==> src/sv/szbuf_pkg.sv <==
package szbuf_pkg;

  localparam int LINE_WIDTH  = 1280;
  localparam int ADDR_W      = $clog2(LINE_WIDTH);
  localparam int COL_W       = 12;
  localparam int OWNER_W     = 8;
  localparam int DEPTH_W     = 24;
  localparam int ENTRY_W     = OWNER_W + DEPTH_W;
  localparam int QUEUE_DEPTH = 4;
  localparam int QPTR_W      = $clog2(QUEUE_DEPTH);

  localparam logic [COL_W:0]         LINE_END  = (COL_W + 1)'(LINE_WIDTH);
  localparam logic [COL_W-1:0]       LAST_COL  = COL_W'(LINE_WIDTH - 1);
  localparam logic [ADDR_W-1:0]      LAST_ADDR = ADDR_W'(LINE_WIDTH - 1);
  localparam logic signed [DEPTH_W-1:0] DEPTH_MAX = {1'b0, {(DEPTH_W - 1){1'b1}}};
  localparam logic signed [DEPTH_W-1:0] DEPTH_MIN = {1'b1, {(DEPTH_W - 1){1'b0}}};

  typedef enum logic [1:0] {
    OP_CLEAR = 2'd0,
    OP_SPAN  = 2'd1,
    OP_READ  = 2'd2,
    OP_NONE  = 2'd3
  } op_t;

  typedef struct packed {
    op_t                        operation;
    logic [COL_W-1:0]           x_left;
    logic [COL_W-1:0]           x_right;
    logic signed [DEPTH_W-1:0]  start_depth;
    logic signed [DEPTH_W-1:0]  depth_step;
    logic [OWNER_W-1:0]         span_owner;
    logic [COL_W-1:0]           read_x;
  } item_t;

  typedef struct packed {
    logic [COL_W-1:0]           pixel_column;
    logic [OWNER_W-1:0]         pixel_owner;
    logic signed [DEPTH_W-1:0]  pixel_depth;
  } pixel_t;

  typedef enum logic [1:0] {
    CMD_CLEAR = 2'd0,
    CMD_SPAN  = 2'd1,
    CMD_READ  = 2'd2
  } cmd_kind_t;

  typedef struct packed {
    cmd_kind_t                  kind;
    logic [ADDR_W-1:0]          x_first;
    logic [ADDR_W-1:0]          x_last;
    logic [COL_W-1:0]           column;
    logic                       in_range;
    logic signed [DEPTH_W-1:0]  start_depth;
    logic signed [DEPTH_W-1:0]  depth_step;
    logic [OWNER_W-1:0]         owner;
  } cmd_t;

  function automatic logic signed [DEPTH_W-1:0] sat_sub(
    input logic signed [DEPTH_W-1:0] a,
    input logic signed [DEPTH_W-1:0] b
  );
    logic signed [DEPTH_W:0] d;
    d = {a[DEPTH_W-1], a} - {b[DEPTH_W-1], b};
    if (d[DEPTH_W] != d[DEPTH_W-1]) begin
      return d[DEPTH_W] ? DEPTH_MIN : DEPTH_MAX;
    end
    return d[DEPTH_W-1:0];
  endfunction

endpackage

==> src/sv/szbuf_queue.sv <==
module szbuf_queue
  import szbuf_pkg::*;
(
  input  logic clk,
  input  logic rst,
  input  logic push,
  input  cmd_t push_cmd,
  output logic full,
  input  logic pop,
  output logic empty,
  output cmd_t head
);

  cmd_t              slots [QUEUE_DEPTH];
  logic [QPTR_W-1:0] wr_ptr;
  logic [QPTR_W-1:0] rd_ptr;
  logic [QPTR_W:0]   count;

  assign full  = count == (QPTR_W + 1)'(QUEUE_DEPTH);
  assign empty = count == '0;
  assign head  = slots[rd_ptr];

  always_ff @(posedge clk) begin
    if (rst) begin
      wr_ptr <= '0;
      rd_ptr <= '0;
      count  <= '0;
    end else begin
      if (push) begin
        wr_ptr <= wr_ptr + 1'b1;
      end
      if (pop) begin
        rd_ptr <= rd_ptr + 1'b1;
      end
      case ({push, pop})
        2'b10:   count <= count + 1'b1;
        2'b01:   count <= count - 1'b1;
        default: count <= count;
      endcase
    end
  end

  always_ff @(posedge clk) begin
    if (push) begin
      slots[wr_ptr] <= push_cmd;
    end
  end

endmodule

==> config.mk <==
export PLATFORM = sky130hd
export DESIGN_NAME = szbuf_queue
export DESIGN_NICKNAME = d
export VERILOG_FILES = /design/src/sv/szbuf_pkg.sv /design/src/sv/szbuf_queue.sv
export SDC_FILE = /design/constraint.sdc
export NUM_CORES = 1
export LEC_CHECK = 0
export BUFFER_PORTS_ARGS = -buffer_cell sky130_fd_sc_hd__buf_2
export CAP_MARGIN = 20
export CELL_PAD_IN_SITES_DETAIL_PLACEMENT = 2
export CELL_PAD_IN_SITES_GLOBAL_PLACEMENT = 2
export CORE_ASPECT_RATIO = 0.6
export CORE_MARGIN = 2
export CORE_UTILIZATION = 30
export DETAILED_ROUTE_END_ITERATION = 8
export GPL_ROUTABILITY_DRIVEN = 0
export HOLD_SLACK_MARGIN = 0.02
export PLACE_DENSITY = 0.57
export SYNTH_ARGS = -nofsm -noshare
export SYNTH_HDL_FRONTEND = slang
export SYNTH_SLANG_ARGS = --single-unit
==> constraint.sdc <==
create_clock -name clk -period 4.5 [get_ports clk]
set_input_delay 0.45 -clock clk [delete_from_list [all_inputs] [get_ports clk]]
set_output_delay 0.45 -clock clk [all_outputs]
set_load 0.05 [all_outputs]
### Yosys cells after proc, flatten, opt, wreduce, memory -nomap -nowiden

Memories as Yosys holds them, arrays and structs flattened. A register that Yosys moved wholly into a read port is not among the register bits.
Index checks and enable logic that the tools add are counted.

* mux-type cells: 5
* shifts and indexed selects: 0
* $add $sub $neg: 4
* multipliers: 0
* equal/unequal tests: 3
* reduce and logical (&&, ||, !) cells: 2
* order comparisons: 0
* div/mod/pow operators: 0
* bitwise logic cells: 0

Operators with widths (number)
* $pmux W3 S2: 1
* $add A2 B1 Y2 const B: 2
* $mux W2: 2
* $add A3 B1 Y3 const B: 1
* $eq A3 B3 Y1 const B: 1
* $logic_not A3 Y1: 1
* $sub A3 B1 Y3 const B: 1
* $eq A2 B1 Y1 const B: 1
* $eq A2 B2 Y1 const B: 1
* $mux W1: 2
* $reduce_bool A2 Y1: 1

* bits in writable memories: 372
* logic and storage cells: 18
* input port bits: 97
* latch bits: 0
* register bits after elaboration: 7
* output and inout bits: 95
* bits in read-only memories: 0
* memories: 1

Memories
* slots: depth 4, bits a word 93, rd ports 1, clocked after memory_dff 1, wr ports 1, line szbuf_queue.sv:14 `cmd_t slots [QUEUE_DEPTH];`

### Depth between registers and ports, before layout

* word-level depth: 3
* mapped depth: 7
* mapped depth without buffers: 7

### Worst setup path after synthesis

Ideal clock, no wire load.

* path type: register to register
* start: register wr_ptr[0]
* end: memory slots[0][0] (netlist name) (enable)
* data required time: 4.038 ns
* arrival: 2.697 ns
* setup time: 0.462 ns
* period minus slack after synthesis: 3.159 ns
* slack: 1.341 ns
* stages on the path, launching flop included: 4
* buffers on the path: 0
* cell sequence: dfxtp_1 > inv_1 > ha_1 > and2_1

RTL lines
* start, declared: line szbuf_queue.sv:15 `logic [QPTR_W-1:0] wr_ptr;`
* start signal, assigned: line szbuf_queue.sv:30 `wr_ptr <= wr_ptr + 1'b1;`
* end, declared: line szbuf_queue.sv:14

Straight into the memory's write port.

==> summary.txt <==
Cells and area
  – Commonest non-fill, non-tap cell in the layout: edfxtp_1
  – Fin cells: 1,408
  – Final nets: 859
  – Multi-input gate area: around 2300 sq um
  – Area grow syn2layout: 21.23%
  – Most frequent cells in the layout: 372 x edfxtp_1, 191 x buf_2, 93 x mux4_2
  – Filler cell count: between 4,000 and 5,000
  – FF+latch area: roughly 11,000 sq um
  – Share of layout cells above drive strength 1: 0.4529

Timing
  – Unrepaired setup endpoints after global routing: no
  – Fin crit share: 0.6532
  – Setup ws final: ~1600 ps
  – Relative slew slack: 0.5945
  – Final setup viols: 0
  – Max Clock Skew: between 15 and 20 ps
  – Final hold violation count: 0
  – Worst-margin pin slew: just over 600 ps
  – Fmax: roughly 0.34 GHz
  – TNS Setup: 0 ps
  – Max-slew violations: 0
  – Post-layout minimum cycle time: between 2000 and 3000 ps

Outcome
  – Status: complete, no violations

Drt
  – DR vias: 6,320
  – Starting DRT DRC Count: between 300 and 400
  – Initial DRT Pass Iterations: 4
  – Residual DRC: 0
  – DR WL/cell: 22.92 microns
  – Via-to-Cell Ratio: 4.489
  – Drt total wl: 32,270 microns
  – Post-route ant nets: 0

Setup path
  – CP max stage delay: just under 700 ps
  – Crit path arrival time: 2490 ps
  – WS Path Type: reg -> out
  – CP startpoint kind: register
  – Worst path cell trace: buf_4, mux4_2, buf_2
  – Slowest stage cell, crit path: dfxtp_4
  – Critical Path RT: 4050 ps
  – Critical Path End Type: output port
  – WP buf/inv: 2
  – Crit-path leading delay family: buffers and inverters
  – Crit path max fanout: 34

Floorplan
  – IO Pins: 192
  – Core ar.: 45,190 sq um
  – Die width: around 280 microns
  – Starting Density: 0.3065
  – Core Rows: 60
  – Die Area: roughly 48,000 sq um
  – DIE HEIGHT: 170.4 microns

Synth
  – Leading area contributor after synthesis: edfxtp_1
  – Synth top area cells: edfxtp_1 81%, mux4_2 15%, dfxtp_1 1.3%
  – Seq/Total Area, Yosys: 0.8194
  – Synthesized flop and latch total: about 380
  – Cell count after synthesis: 532
  – Yosys warnings: 0
  – Post-synthesis area per instance: about 26 sq um
  – Distinct cells, synth: 21
  – Mapped Area: 13,850 sq um
  – Net Count, Synth: between 600 and 700
  – Share of the synthesized area in the top cell type: 0.8064

GRT
  – Largest net degree at the start of global routing: 39
  – Number of global-route vias before repair: around 7,500
  – Global-route wire length before repair: around 48,000 microns
  – Total GRT Usage: 0.1380
  – Initial antenna violation count: 4
  – Remaining Overflow, GRT: 0

Clocking
  – Clock sinks: about 380
  – H-tree depth: 2
  – Root buffer cell: clkbuf_16
  – Post-CTS Resized: 0
  – CTS hold repair buffers: 0
  – Worst skew pair latency: roughly 530 ps
  – CTS Buf Count: 39
  – CTS tree: yes
  – Clock transition at path regs: ~60 ps
  – Clock Path Buffers: 3
  – Post-CTS Setup Inserts: 0

Placement
  – DP Wirelength: 20,200 microns
  – PortBufs: 191
  – Dpl ws: just over 2000 ps
  – DP Cell Count: ~1,300

Power
  – PwrDens: around 500 nW/um^2
  – Worst vdd ir: just under 200 uV
  – Leakage: 5.550 nW

Flow run
  – Max Cap Viol: 0

Min path
  – Hold Path Class: in -> reg
[path summary, 6_finish.rpt]
| kind | startpoint | to | slack (ps) | depth (start not counted) |
|---|---|---|---|---|
| worst max-delay path | register | head[11] | 1560 | 3 |
| worst min-delay path | push_cmd[56] | slots[3][56] | 130 | 1 |
| worst max register to register | wr_ptr[0] | slots[2][15] | 2390 | 4 |
| worst min register to register | count[2] | count[2] | 530 | 2 |
[flip-flops by register name, summed over array words and instances, names as in the netlist, named ones only]
| register | flops |
|---|---|
| slots | 372 |
| count | 3 |
| rd_ptr | 2 |
| wr_ptr | 2 |
[cell families after synthesis]
logic type	synth area share
AO/OA/AOI/OAI	0.001084
multiplexers	0.1519
flip-flops	0.8194
AND/OR/NAND/NOR	0.005510
buffers and inverters	0.01292
adder cells (fa/ha/maj)	0.005962
XOR/XNOR	0.003162
[metal layers]
layer / part of all wire / routed length, microns / global-route usage
met5: 0 / 0 / 0
met4: 0.017 / 536 / 0.02937
met3: 0.055 / 1774 / 0.03556
met2: 0.50 / 16170 / 0.2380
met1: 0.43 / 13790 / 0.1759
[area by class of cell]
class,count,area share
Tap cell,620,0.04620
Multi-Input combinational cell,124,0.1389
Inverter,6,0.001341
Timing Repair Buffer,204,0.06348
Clock inverter,22,0.01177
Antenna cell,2,0.0002980
Sequential cell,381,0.6764
Clock buffer,49,0.06162
[cell usage after synthesis, drive strengths merged]
library cell	number
inv	6
mux2i	1
buf	18
nor2	8
o21ai	1
clkbuf	3
nand2	1
dfxtp	9
xnor2	2
or3	1
and3	1
nor3	1
xor2	3
edfxtp	372
ha	5
mux4	93
and2	4
fa	1
a21oi	2
[power by group]
group	leakage (nW)	internal [W]	switching (W)
Combinational	1.46	0.000333	0.000815
Sequential	3.49	0.00408	0.0000660
Clock	0.596	0.00181	0.00133
[stage by stage]
stage	hold WS [ps]	instance area (sq um)	total power, W	utilization
2_1_floorplan	466.9	13850	0.005053	-
3_3_place_gp	478.1	15550	0.005355	0.3442
3_5_place_dp	531.0	15550	0.005400	0.3442
4_1_cts	93.28	16790	0.008596	0.3715
5_1_grt	95.75	16790	0.008780	0.3715
6_report	131.1	16790	0.008432	0.3716
[worst reg2reg max path: stages, from the launching register on]
cell and delay (ps):
dfxtp_1 350, inv_1 90, ha_1 150, and2_4 500, buf_4 580
Note: power is estimated with default switching activity, not from simulation.
