`src/sv/szbuf_pkg.sv`:
```
package szbuf_pkg;

  localparam int LINE_WIDTH  = 1280;
  localparam int ADDR_W      = $clog2(LINE_WIDTH);
  localparam int COL_W       = 12;
  localparam int OWNER_W     = 8;
  localparam int DEPTH_W     = 24;
  localparam int ENTRY_W     = OWNER_W + DEPTH_W;
  localparam int QUEUE_DEPTH = 4;
  localparam int QPTR_W      = $clog2(QUEUE_DEPTH);

  localparam logic [COL_W:0]         LINE_END  = (COL_W + 1)'(LINE_WIDTH);
  localparam logic [COL_W-1:0]       LAST_COL  = COL_W'(LINE_WIDTH - 1);
  localparam logic [ADDR_W-1:0]      LAST_ADDR = ADDR_W'(LINE_WIDTH - 1);
  localparam logic signed [DEPTH_W-1:0] DEPTH_MAX = {1'b0, {(DEPTH_W - 1){1'b1}}};
  localparam logic signed [DEPTH_W-1:0] DEPTH_MIN = {1'b1, {(DEPTH_W - 1){1'b0}}};

  typedef enum logic [1:0] {
    OP_CLEAR = 2'd0,
    OP_SPAN  = 2'd1,
    OP_READ  = 2'd2,
    OP_NONE  = 2'd3
  } op_t;

  typedef struct packed {
    op_t                        operation;
    logic [COL_W-1:0]           x_left;
    logic [COL_W-1:0]           x_right;
    logic signed [DEPTH_W-1:0]  start_depth;
    logic signed [DEPTH_W-1:0]  depth_step;
    logic [OWNER_W-1:0]         span_owner;
    logic [COL_W-1:0]           read_x;
  } item_t;

  typedef struct packed {
    logic [COL_W-1:0]           pixel_column;
    logic [OWNER_W-1:0]         pixel_owner;
    logic signed [DEPTH_W-1:0]  pixel_depth;
  } pixel_t;

  typedef enum logic [1:0] {
    CMD_CLEAR = 2'd0,
    CMD_SPAN  = 2'd1,
    CMD_READ  = 2'd2
  } cmd_kind_t;

  typedef struct packed {
    cmd_kind_t                  kind;
    logic [ADDR_W-1:0]          x_first;
    logic [ADDR_W-1:0]          x_last;
    logic [COL_W-1:0]           column;
    logic                       in_range;
    logic signed [DEPTH_W-1:0]  start_depth;
    logic signed [DEPTH_W-1:0]  depth_step;
    logic [OWNER_W-1:0]         owner;
  } cmd_t;

  function automatic logic signed [DEPTH_W-1:0] sat_sub(
    input logic signed [DEPTH_W-1:0] a,
    input logic signed [DEPTH_W-1:0] b
  );
    logic signed [DEPTH_W:0] d;
    d = {a[DEPTH_W-1], a} - {b[DEPTH_W-1], b};
    if (d[DEPTH_W] != d[DEPTH_W-1]) begin
      return d[DEPTH_W] ? DEPTH_MIN : DEPTH_MAX;
    end
    return d[DEPTH_W-1:0];
  endfunction

endpackage

```
`src/sv/szbuf_front.sv`:
```
module szbuf_front
  import szbuf_pkg::*;
(
  input  logic  item_valid,
  output logic  item_stall,
  input  item_t item,
  input  logic  init_busy,
  input  logic  q_full,
  output logic  q_push,
  output cmd_t  q_cmd
);

  logic             accept;
  logic             keep;
  logic             left_ok;
  logic [COL_W-1:0] xr_clip;

  assign item_stall = init_busy || q_full;
  assign accept     = item_valid && !item_stall;
  assign q_push     = accept && keep;

  always_comb begin
    left_ok = {1'b0, item.x_left} < LINE_END;
    xr_clip = ({1'b0, item.x_right} >= LINE_END) ? LAST_COL : item.x_right;

    q_cmd.kind        = CMD_CLEAR;
    q_cmd.x_first     = item.x_left[ADDR_W-1:0];
    q_cmd.x_last      = xr_clip[ADDR_W-1:0];
    q_cmd.column      = item.read_x;
    q_cmd.in_range    = {1'b0, item.read_x} < LINE_END;
    q_cmd.start_depth = item.start_depth;
    q_cmd.depth_step  = item.depth_step;
    q_cmd.owner       = item.span_owner;
    keep              = 1'b0;

    case (item.operation)
      OP_CLEAR: begin
        keep = 1'b1;
      end
      OP_SPAN: begin
        q_cmd.kind = CMD_SPAN;
        keep       = left_ok && (item.x_left <= xr_clip);
      end
      OP_READ: begin
        q_cmd.kind    = CMD_READ;
        q_cmd.x_first = item.read_x[ADDR_W-1:0];
        keep          = 1'b1;
      end
      default: begin
        keep = 1'b0;
      end
    endcase
  end

endmodule

```
`config.mk`:
```
export PLATFORM = sky130hd
export DESIGN_NAME = szbuf_front
export DESIGN_NICKNAME = d
export VERILOG_FILES = /design/src/sv/szbuf_pkg.sv /design/src/sv/szbuf_front.sv
export SDC_FILE = /design/constraint.sdc
export NUM_CORES = 1
export LEC_CHECK = 0
export BUFFER_PORTS_ARGS = -buffer_cell sky130_fd_sc_hd__buf_2
export CAP_MARGIN = 40
export CORE_AREA = 2 2 75 77
export DETAILED_ROUTE_END_ITERATION = 10
export DIE_AREA = 0 0 77 79
export PLACE_DENSITY = 0.69
export SLEW_MARGIN = 0
export SYNTH_ARGS = -nofsm -noshare
export SYNTH_HDL_FRONTEND = slang
export SYNTH_SLANG_ARGS = --single-unit
```
`constraint.sdc`:
```
create_clock -name vclk -period 2.4
set_input_delay 0.24 -clock vclk [all_inputs]
set_output_delay 0.24 -clock vclk [all_outputs]
set_load 0.05 [all_outputs]
```
* After elaboration in Yosys (flattened, before gate mapping) *
Index checks and enable logic that the tools add are counted.

word-level totals
  flip-flop bits (word level) = 0
  bits of input ports = 97
  logic and storage cells = 17

cells by class
  magnitude comparators = 4
  eq/ne operators = 2
  muxes and demuxes = 4
  reduce and logical (&&, ||, !) cells = 7

operator list
  cell                    number
  $lt A12 B11 Y1 const B  2
  $ge A12 B11 Y1 const B  1
  $le A12 B12 Y1          1
  $mux W12                1
  $mux W11                1
  $pmux W2 S2             1
  $logic_and A1 B1 Y1     3
  $eq A2 B1 Y1 const B    1
  $eq A2 B2 Y1 const B    1
  $logic_not A2 Y1        1
  $pmux W1 S2             1
  $reduce_or A2 Y1        1
  $logic_not A1 Y1        1
  $logic_or A1 B1 Y1      1

* Logic depth before layout (Yosys ltp) *
Gate-level depths: netlist of the first run.

  word-level depth = 6
  depth in mapped cells = 8
  gate-level depth less buffers = 8

* Worst setup path before layout of the first run *
Ideal clock, no wire load.

  path kind = in2out
  start point = input item[76] in the netlist's numbering
  end point = output q_push
  arrival time = 2,430 ps
  data required time = 2,160 ps
  setup slack = -270 ps
  cell stages on the path = 8
  buffers on the path = 0
  cells stage by stage = o21a_1 or3_1 inv_1 ha_1 nor2b_1 o211ai_1 a21oi_1 o32ai_2

RTL lines
  what                line              text
  start: declaration  szbuf_front.sv:6  input item_t item,
  end: declaration    szbuf_front.sv:9  output logic q_push,

* Final worst setup path of the first run *
  start point = input item[76] in the netlist's numbering
  end point = output q_push

between the ends
  word-level cells in the longest chain between the ends = 6

ends and longest elaborated chain
  what                     line               text
  $ge A12 B11 Y1           szbuf_front.sv:24  xr_clip = ({1'b0, item.x_right} >= LINE_END) ? LAST_COL : item.x_right;
  $mux W12 (*)             szbuf_front.sv:24
  $le A12 B12 Y1 (*)       szbuf_front.sv:42  keep = left_ok && (item.x_left <= xr_clip);
  $logic_and A1 B1 Y1 (*)  szbuf_front.sv:42
  $pmux W1 S2 (*)          szbuf_front.sv:36  case (item.operation)
  $logic_and A1 B1 Y1 (*)  szbuf_front.sv:20  assign q_push = accept && keep;

Mark *: on every way between the ends. The rest lies on a longest branch, timed or not.

==> impl_metrics.yaml, run 1 <==
outcome:
  status: "complete, no violations"
global_routing:
  grt_max_degree: 10
  antenna_found_initial: 0
  grt_pass1_vias: 863
  overflow: 0
  grt_pass1_wl_um: 4080
  track_usage_pct: 8.22
cells_and_area:
  syn2layout_area_growth_pct: 6.92
  flops_and_latches: 0
  drive_gt1_share_pct: 64.8
  layout_common_cells: "buf_2, ha_1, inv_1"
  clkbuf_count: 0
  fillers: 637
  antenna_cells: 0
  multi_input_area_sq_um: 538
  fin_area_sq_um: 1140
  seqCellArea_sq_um: 0
  final_common_cell: "buf_2"
  nets: 276
floorplan:
  dieArea_sq_um: 6080
  dieHeight_um: 79
  core_sq_um: 5340
  rows: 27
  die_w_um: 77
  ios: 192
  start_util_pct: 20.0
routing:
  wire_per_inst_um: 12.2
  via_per_inst: 3.91
  drc: 0
  wl_um: 2880
  first_pass_iters: 4
  drt_iter0_markers: 17
  vias: 927
  ant_nets: 0
yosys:
  avgSynthCellArea_sq_um: 7.30
  ys_warn_count: 0
  yosys.area.top_type: "buf_4"
  yosysSeqAreaShare_pct: 0
  synth_top_area_share_pct: 48.6
  netlist_instances: 146
  ys_types: 22
  synth_area_leaders: "buf_4, ha_1, mux2_2, inv_1, nor2_1"
  syn_area_sq_um: 1070
  syn_nets: 255
setup_path:
  end_kind: "output port"
  cp_data_arrival_time_ns: 2.13
  cp-start-kind: "input port"
  crit_fanout: 3
  critPathKind: "input port to output port"
  critical_path_required_ns: 2.16
timing:
  slew_viol_final: 0
  hold_ws_ns: 0.480
  rsz0062_at_grt: "yes"
  finalSetupViolations: 0
  finalCriticalPeriod_ns: 2.37
  fmax_mhz: 423
  period_share_pct: 98.6
  hold_viol: 0
run:
  maxCapViolCount: 0
power_and_ir_drop:
  powerDensity_nw_per_um2: 271
  ir_worst_vdd_v: 0.0000725
  leakage_nw: 0.621
placed_design:
  portBuffers: 80
  placed_area_sq_um: 1120
  gp_congestion: 0.707
  dp_hpwl_um: 2610
clocking:
  cts_hold_buf: 0
  cts_resized: 6
  postCtsSetupRepairBufs: 0
hold_path:
  holdCritPathClass: "input port to output port"
worst paths after layout:
path | depth (start not counted) | to | slack, ns | from
worst max-delay path | 11 | q_push | 0.03 | item[76]
worst min-delay path | 0 | q_cmd[2] | 0.48 | item[14]
layout make-up:
| cell class | count | share of cell area, % |
|---|---|---|
| Inverter | 12 | 3.95 |
| Multi-Input combinational cell | 65 | 47.2 |
| Timing Repair Buffer | 88 | 40.9 |
| Tap cell | 72 | 7.90 |
where the power goes:
part           switching, W  internal, W
clock network             0            0
registers                 0            0
logic              0.000211    0.0000982
cell usage after synthesis (all sizes together):
library cell   n
nand3          2
inv           12
a2111o         1
o21ai          2
a21o           1
ha            12
mux2          10
o31a           1
o32ai          1
nor2b          3
nand4          3
o211ai         1
conb           1
nand2          6
or2            2
o21a           2
nor2           9
or3            3
buf           69
a21oi          5
cells by family after synthesis:
| logic type | after synthesis | share of synthesized area [%] |
|---|---|---|
| buffers and inverters | 81 | 52.8 |
| and+or+nand+nor | 28 | 12.7 |
| AOI/OAI and AO/OA | 14 | 9.51 |
| adders and majority gates | 12 | 14.1 |
| muxes | 10 | 10.6 |
| other | 1 | 0.352 |
critical path, stage by stage:
cell      delay, ns
buf_2          0.10
o21a_1         0.21
buf_4          0.14
or3_4          0.33
inv_2          0.05
ha_1           0.22
nor2b_1        0.14
o211ai_1       0.19
a21oi_2        0.10
o32ai_4        0.22
buf_6          0.19
per-stage QoR:
step | setup WS (ns) | power [W] | cells | setup TNS [ns] | util, %
final | 0.0340 | 0.000309 | 237 | 0 | 21.4
after global routing | -0.109 | 0.000329 | 237 | -0.109 | 21.4
after CTS | 0.0108 | 0.000313 | 237 | 0 | 21.3
after detailed placement | -0.116 | 0.000308 | 237 | -0.116 | 21.0
after global placement | -0.0803 | 0.000306 | 237 | -0.0803 | 21.0
after floorplan | 0.109 | 0.000475 | 146 | 0 | -
routing by layer:
metal	wire [um]	vias to the layer above	GRT usage, %
met1	934	389	7.47
met5	0	-	0
li1	-	451	-
met2	1490	71	16.3
met4	70	0	2.50
met3	386	16	3.64
Note: power is estimated with default switching activity, not from simulation.
==> inputs of run 2 (changes only) <==
==> constraint.sdc (replaced) <==
create_clock -name vclk -period 2.25
set_input_delay 0.225 -clock vclk [all_inputs]
set_output_delay 0.225 -clock vclk [all_outputs]
set_load 0.05 [all_outputs]
==> run 2 against run 1 <==
  * The run now ends with negative setup slack left
  * Design area is 5.2% higher
  * Critical path depth stayed put
  * Non-clock buffer count shrank 2
  * Final cell count down 0.84%
==> impl_metrics.yaml, run 2 (synthesized netlist as in run 1, its figures left out) <==
routing:
  ant_nets: 0
  wire_per_inst_um: 12.1
  drt_iter0_markers: 10
  vias: 916
  drc: 0
  wl_um: 2840
  first_pass_iters: 4
  via_per_inst: 3.90
timing:
  fmax_mhz: 433
  period_share_pct: 103
  finalSetupViolations: 1
  rsz0062_at_grt: "yes"
  layout_setup_ws_ns: -0.0572
  hold_viol: 0
  finalCriticalPeriod_ns: 2.31
  slew_viol_final: 0
setup_path:
  cpMostUsedCell: "buf_6"
  critPathKind: "input port to output port"
  cp-start-kind: "input port"
  cp_cell_sequence: "buf_6 > o21a_4 > buf_6 > or3_4 > inv_2 > ha_4 > nor2b_4 > o211ai_1 > a21oi_2 > o32ai_4 > buf_12"
  crit_fanout: 3
  end_kind: "output port"
  critical_path_required_ns: 2.03
  cp_data_arrival_time_ns: 2.08
  cp_slowest_cell: "or3_4"
  critPathMaxStageDelay_ns: 0.32
cells_and_area:
  drive_gt1_share_pct: 68.7
  nets: 274
  antenna_cells: 0
  clkbuf_count: 0
  final_common_cell: "buf_2"
  flops_and_latches: 0
  final_core_util_pct: 22.5
  fin_area_sq_um: 1200
  syn2layout_area_growth_pct: 12.4
  seqCellArea_sq_um: 0
  layout_common_cells: "buf_2, inv_1, mux2_2, ha_1"
floorplan:
  die_w_um: 77
  dieHeight_um: 79
  core_sq_um: 5340
  start_util_pct: 20.0
  rows: 27
  ios: 192
  dieArea_sq_um: 6080
power_and_ir_drop:
  power_w: 0.000340
  powerDensity_nw_per_um2: 283
  ir_worst_vdd_v: 0.0000909
  leakage_nw: 0.624
global_routing:
  overflow: 0
  grt_max_degree: 14
  antenna_found_initial: 0
  grt_pass1_wl_um: 4150
  grt_pass1_vias: 876
  track_usage_pct: 8.19
hold_path:
  holdCritPathClass: "input port to output port"
placed_design:
  dp_hpwl_um: 2550
  placed_area_sq_um: 1140
  portBuffers: 80
  gp_congestion: 0.662
outcome:
  status: "finished with violations"
  violations: "negative setup slack"
run:
  maxCapViolCount: 0
-- run 2: cell types whose count changed in the layout (fill, tap and decap cells not counted), moves of 2 or more --
| cell | change |
|---|---|
| buf_4 | -3 |
| buf_2 | -2 |
| ha_4 | +2 |
| ha_1 | -2 |
| buf_6 | +2 |
-- run 2: per-layer routing --
| layer | vias to the layer above | share of wire [%] | wire length, um | GRT usage (%) |
|---|---|---|---|---|
| li1 | 448 | - | - | - |
| met4 | 0 | 3.3 | 93 | 2.86 |
| met1 | 389 | 39 | 1120 | 9.04 |
| met2 | 57 | 47 | 1350 | 15.4 |
| met3 | 22 | 9.9 | 281 | 1.93 |
| met5 | - | 0 | 0 | 0 |
-- run 2: final cells by class --
class	instances	area [sq um]
tap	72	90.1
fill	621	4140
multi-input combinational	65	587
timing repair buffer	86	477
inverter	12	45.0
-- run 2: power breakdown --
| part | switching (W) | internal, W | leakage (nW) | total [W] |
|---|---|---|---|---|
| Clock | 0 | 0 | 0 | 0 |
| Sequential | 0 | 0 | 0 | 0 |
| Combinational | 0.000228 | 0.000112 | 0.624 | 0.000340 |
| Total | 0.000228 | 0.000112 | 0.624 | 0.000340 |
-- run 2: final timing paths --
| check | from | end | slack [ns] | depth (start not counted) |
|---|---|---|---|---|
| worst max-delay path | item[77] | q_push | -0.06 | 11 |
| worst min-delay path | item[25] | q_cmd[13] | 0.45 | 0 |
-- run 2: through the flow --
stage          std cells  setup TNS [ns]  setup WS (ns)  hold slack [ns]
6_report             235         -0.0572        -0.0572            0.450
3_3_place_gp         235          -0.123         -0.123            0.450
2_1_floorplan        146        -0.00604       -0.00604            0.617
3_5_place_dp         235          -0.181         -0.181            0.450
4_1_cts              235         -0.0785        -0.0785            0.450
5_1_grt              235          -0.127         -0.127            0.450
-- run 2: critical path, delay by kind of cell --
kind / cells / cell delay, ns
buf+inv: 4 / 0.46
compound gates: 4 / 0.77
fa+ha+maj: 1 / 0.19
simple gates: 2 / 0.44
-- run 2: repair_timing --
item / in CTS / in global routing
endpoints found under the setup margin: 1 / 1
setup buffers: 0 / 0
hold buffers: 0 / 0
gates cloned: 0 / 0
resized for setup: 9 / 3
